<file path="src/hdl/assert_macros.svh">
// Assertion macros for the encoder datapath.
// Depends on nothing; the bodies are empty when SYNTH is defined.
`ifndef ASSERT_MACROS_SVH
`define ASSERT_MACROS_SVH
`ifndef SYNTH
`define LZW_ASSERT(lbl, clk, rst_n, prop, msg) \
    lbl: assert property (@(posedge clk) disable iff (!rst_n) prop) else $error(msg);
`define LZW_NEVER(lbl, clk, rst_n, cond, msg) \
    lbl: assert property (@(posedge clk) disable iff (!rst_n) !(cond)) else $error(msg);
`else
`define LZW_ASSERT(lbl, clk, rst_n, prop, msg)
`define LZW_NEVER(lbl, clk, rst_n, cond, msg)
`endif
`endif

</file>
<file path="src/hdl/lzw_pkg.sv">
// Shared types for the LZW encoder: controller commands and datapath status.
// No dependencies.
package lzw_pkg;

    typedef struct packed {
        logic accept;      // take input transaction, issue first table read
        logic probe_next;  // slot taken by another key, read the next one
        logic take_hit;    // prefix becomes the found code
        logic learn;       // emit prefix, store pair if room, byte is prefix
        logic emit_final;  // emit prefix with end mark, drop prefix
        logic clear_step;  // clear one table slot after reset
    } cmd_t;

    typedef struct packed {
        logic clear_done;
        logic have_prefix;
        logic slot_used;
        logic key_match;
        logic out_free;
    } status_t;

endpackage

</file>
<file path="src/hdl/lzw_ctrl.sv">
// Controller of the LZW encoder: sequences clear pass, lookup, learn and emit.
// Depends on lzw_pkg.
module lzw_ctrl
    import lzw_pkg::*;
(
    input  logic    clk,
    input  logic    rst_n,
    input  logic    in_valid,
    input  logic    final_byte,
    output logic    in_stall,
    input  status_t status,
    output cmd_t    cmd
);
    localparam logic [1:0] ST_CLR  = 2'd0;
    localparam logic [1:0] ST_IDLE = 2'd1;
    localparam logic [1:0] ST_CMP  = 2'd2;
    localparam logic [1:0] ST_FIN  = 2'd3;

    logic [1:0] state_reg, state_next;
    logic       final_reg, final_next;

    assign in_stall = (state_reg != ST_IDLE);

    always_comb
    begin
        cmd        = '0;
        state_next = state_reg;
        final_next = final_reg;
        unique case (state_reg)
            ST_CLR:
            begin
                if (status.clear_done)
                    state_next = ST_IDLE;
                else
                    cmd.clear_step = 1'b1;
            end
            ST_IDLE:
            begin
                if (in_valid)
                begin
                    cmd.accept = 1'b1;
                    final_next = final_byte;
                    if (status.have_prefix)
                        state_next = ST_CMP;
                    else if (final_byte)
                        state_next = ST_FIN;
                end
            end
            ST_CMP:
            begin
                if (status.slot_used && status.key_match)
                begin
                    cmd.take_hit = 1'b1;
                    state_next   = final_reg ? ST_FIN : ST_IDLE;
                end
                else if (status.slot_used)
                begin
                    cmd.probe_next = 1'b1;
                end
                else if (status.out_free)
                begin
                    cmd.learn  = 1'b1;
                    state_next = final_reg ? ST_FIN : ST_IDLE;
                end
            end
            ST_FIN:
            begin
                if (status.out_free)
                begin
                    cmd.emit_final = 1'b1;
                    state_next     = ST_IDLE;
                end
            end
            default: state_next = ST_CLR;
        endcase
    end

    always_ff @(posedge clk or negedge rst_n)
    begin
        if (!rst_n)
        begin
            state_reg <= ST_CLR;
            final_reg <= 1'b0;
        end
        else
        begin
            state_reg <= state_next;
            final_reg <= final_next;
        end
    end
endmodule

</file>
<file path="config.mk">
export PLATFORM = sky130hd
export DESIGN_NAME = lzw_ctrl
export DESIGN_NICKNAME = d
export VERILOG_FILES = /design/src/hdl/assert_macros.svh /design/src/hdl/lzw_pkg.sv /design/src/hdl/lzw_ctrl.sv
export SDC_FILE = /design/constraint.sdc
export NUM_CORES = 1
export LEC_CHECK = 0
export ABC_AREA = 1
export BUFFER_PORTS_ARGS = -buffer_cell sky130_fd_sc_hd__buf_2
export CAP_MARGIN = 20
export CORE_AREA = 2 2 39 41
export DETAILED_ROUTE_END_ITERATION = 6
export DIE_AREA = 0 0 41 43
export GPL_ROUTABILITY_DRIVEN = 0
export GPL_TIMING_DRIVEN = 0
export SYNTH_ARGS = -nofsm -noshare
export SYNTH_HDL_FRONTEND = slang
export SYNTH_SLANG_ARGS = --single-unit
</file>
<file path="constraint.sdc">
create_clock -name clk -period 1.5 [get_ports clk]
set_input_delay 0.075 -clock clk [delete_from_list [all_inputs] [get_ports clk]]
set_output_delay 0.075 -clock clk [all_outputs]
set_load 0.01 [all_outputs]
</file>
* Yosys cells after proc, flatten, opt, wreduce, memory -nomap -nowiden
Cells that the tools add are included.
** Storage, ports and cells
- Register bits :: 3
- Bits of input ports :: 9
- Output and inout bits :: 7
** Cells by class
- Equal/unequal tests :: 10
- Multiplexer cells :: 22
- Reduce and logical (&&, ||, !) cells :: 4
** Operator list (count)
- 2-to-1 mux 2 bit :: 9
- 2-to-1 mux 1 bit :: 11
- inequality test 3 bit (second input constant) :: 3
- case mux 2 bit (4 select lines) :: 1
- inequality test 2 bit (second input constant) :: 3
- AND reduction 6 bit :: 1
- equality test 2 bit (second input constant) :: 2
- 2-to-1 mux 3 bit :: 1
- equality test 2 x 1 -> 1 bit (second input constant) :: 1
- logical NOT 2 bit :: 1
- inequality test 2 x 1 -> 1 bit (second input constant) :: 1
- AND reduction 2 bit :: 1
- logical AND 1 bit :: 1

* Depth between registers and ports, before layout
- Depth in word-level cells :: 5
- Gate-level depth with buffers :: 8
- Depth with buffers taken out :: 8

* Worst setup path after synthesis
OpenSTA, ideal clock, no wires.
- Path kind :: register to register
- From :: register state_reg[0]
- To :: register state_reg[0]
- Setup time :: 117 ps
- Arrival :: 1093 ps
- Data required time :: 1383 ps
- Slack :: 290 ps
- Stages on the path, launching flop included :: 9
- Clock period less this slack :: 1210 ps
- Path through :: dfrtp_1 > inv_1 > ha_1 > nand2_1 > nor2_2 > nor2_1 > nand3_2 > nand2_1 > nand2_1
** Between the ends
- Longest elaborated chain between the ends :: 3
- Elaborated cells on any way between the ends :: 12
** Ends and longest elaborated chain
- start, declared :: RTL line lzw_ctrl.sv:19 : logic [1:0] state_reg, state_next;
- start signal, assigned :: RTL line lzw_ctrl.sv:87 : state_reg <= state_next;
- equality test 2 bit (tied with other cells) :: RTL line lzw_ctrl.sv:29 : unique case (state_reg)
- inequality test 3 bit (no source line) or inequality test 2 bit (tied branches)
- AND reduction 6 bit (no source line)
Parallel ways exist; a longest one is shown, timed or not.
A chain may end at the register's enable or synchronous reset.

==> impl_metrics.tcl <==
set metrics [dict create \
    path_cells "inv_2 > ha_4 > inv_1 > nor3_1 > buf_2" \
    clock_sinks 3 \
    fin_nets 84 \
    dp_hpwl_um 565 \
    timing.critical_path.slowest_stage_cell "dfrtp_1" \
    critPathArrivalTime_ps 1290 \
    cts_tree "yes" \
    crit_type "reg2out" \
    clk_latency_ps 230 \
    synthesis.instances 50 \
    yosysSeqAreaShare_pct 23.3 \
    setup_violations 0 \
    clkPwrFrac_pct 19.9 \
    p_comb_share_pct 57.9 \
    wl_um 674 \
    antennaDiodeCount 0 \
    power_density_nw_per_um2 1530 \
    grt_pass1_vias 297 \
    synth_fp_nets 63 \
    max_slew_margin_pct 87.3 \
    htreeDepth 1 \
    yosys.area.top_type "dfrtp_1" \
    top_usage_layer "met2" \
    syn_to_final_growth_pct 44.7 \
    core_um2 1380 \
    gr-usage-all-layers_pct 9.26 \
    ir_drop_mv 0.634 \
    final_core_util_pct 33.6 \
    power.internal_mw 0.397 \
    drc 0 \
    grt_pass1_wl_um 1060 \
    die_area_um2 1760 \
    cts_buffer_depth 2 \
    maxCapViolations 0 \
    timing.final.crit_share_pct 91.3 \
    dieHeight_um 43 \
    dr.pass1.iters 4 \
    power.leakage_nw 0.282 \
    cp.required_ps 1420 \
    synth_area_leaders "dfrtp_1 23%, nand2_1 21%, ha_1 16%" \
    final_common_cell "nand2_1" \
    use_met3_pct 4.71 \
    ys_ff_latch 3 \
    yosysWarningCount 0 \
    hold_viol 0 \
    drtIter0Drc 9 \
    skew_ps 1.47 \
    grt_use_met2_pct 12.5 \
    port_buffers 15 \
    avgSynthCellArea_um2 6.43 \
    fill_cells 153 \
    rsz0062_at_grt "false" \
    antenna_found_initial 0 \
    ys_types 13 \
    crit_path_end_kind "output pin" \
    via_count 355 \
    status "finished clean" \
    hold_start "final_byte" \
    grt-ovfl-total 0 \
    fin_setup_tns_ps 0 \
    cp-start-kind "register" \
    startpoint "state_reg[0]" \
    final_cell_mix "18 x nand2_1, 15 x buf_2, 10 x inv_1" \
    period_minus_slack_ps 1370 \
    tightest_slew_ps 190 \
    slew_violations 0 \
    avgViaCountPerCell 4.13 \
    cts-root-buf "clkbuf_4" \
    final_area_um2 465 \
    switchingPower_mw 0.317 \
    ioPinCount 16 \
    die_x_um 41 \
    routedWlPerCell_um 7.84 \
    multi_input_area_um2 218 \
    post_cts_buffers 0 \
    switching_share_pct 44.4 \
    row_count 14 \
    path_clk_slew_ps 40 \
    p_seq_share_pct 22.1 \
    critPathTopFamily "flip-flops" \
    postPlaceCellArea_um2 417 \
    grt_max_degree 6 \
    met1_usage_pct 10.1 \
    synth_area_um2 322 \
    max_stage_delay_ps 410 \
    drive_gt1_share_pct 32.9 \
    max_freq_mhz 730 \
    cp_num_buf_inv 3 \
    rr_startpoint "state_reg[1]" \
    numCtsBuffers 3 \
    largest_register_ffs 2 \
    start_util_pct 23.2 \
    synth_top_area_share_pct 23.3 \
    r2r_setup_slack_ps 240 \
    crit_fanout 5 \
    ant_nets 0 \
    worstHoldPathType "in2reg" \
    regArea_um2 75.1 \
]
==> routing by layer <==
layer / part of all wire [%] / wire length (µm)
met5: 0 / 0
met4: 0 / 0
met3: 6.5 / 44
met2: 48 / 324
met1: 45 / 305
==> path summary, 6_finish.rpt <==
path	endpoint	cells after the start
worst max register to register	state_reg[0]	8
min in group asynchronous	state_reg[1]	2
worst min register to register	final_reg	2
worst min-delay path	final_reg	3
worst max-delay path	cmd[2]	5
max in group asynchronous	state_reg[0]	2
==> cell usage after synthesis <==
cell type and instances:
a21boi_0 1, dfrtp_1 3, ha_1 4, inv_1 11, nand2_1 18, nand3_1 3, nand3_2 1, nor2_1 4
nor2_2 1, nor3_1 1, o211ai_1 1, o21ai_0 1, o21ai_4 1
==> cell type report <==
cell class	instances	share of cell area (%)
clock buffer	4	5.65
inverter	11	8.87
multi-input combinational	36	46.8
sequential	3	16.1
tap	16	4.30
timing repair buffer	16	18.3
==> worst min-delay path: stages <==
cell and delay [ps]:
buf_2 90, nand2_1 50, nand2_1 50
==> power groups by stage <==
stage	clock [mW]	sequential, mW	combinational, mW
final	0.142	0.158	0.413
after CTS	0.150	0.153	0.405
after floorplan	0	0.145	0.300
after global routing	0.158	0.166	0.470
after global placement	0	0.154	0.397
after detailed placement	0	0.154	0.400
==> per-stage QoR <==
| step | power (mW) | setup slack, ps | hold slack [ps] | instances |
|---|---|---|---|---|
| final | 0.713 | 131 | 60.4 | 86 |
| after global routing | 0.795 | 4.99 | 62.9 | 86 |
| after CTS | 0.708 | 3.94 | 50.8 | 86 |
| after detailed placement | 0.554 | 175 | -129 | 81 |
| after global placement | 0.551 | 185 | -130 | 81 |
| after floorplan | 0.445 | 290 | -221 | 50 |
==> cell families after synthesis <==
logic type	count (synthesis)	synth area share (%)
AO/OA/AOI/OAI	4	11.3
buffers and inverters	11	12.8
flip-flops	3	23.3
adder cells (fa/ha/maj)	4	15.6
AND/OR/NAND/NOR	28	37.0
==> what timing repair did <==
item / CTS / global route
setup endpoints to repair: 0 / 2
hold buffers: 1 / 0
gates resized for setup: 0 / 3
endpoints found under the hold margin: 3 / 0
Power figures use the tool's default switching activity.
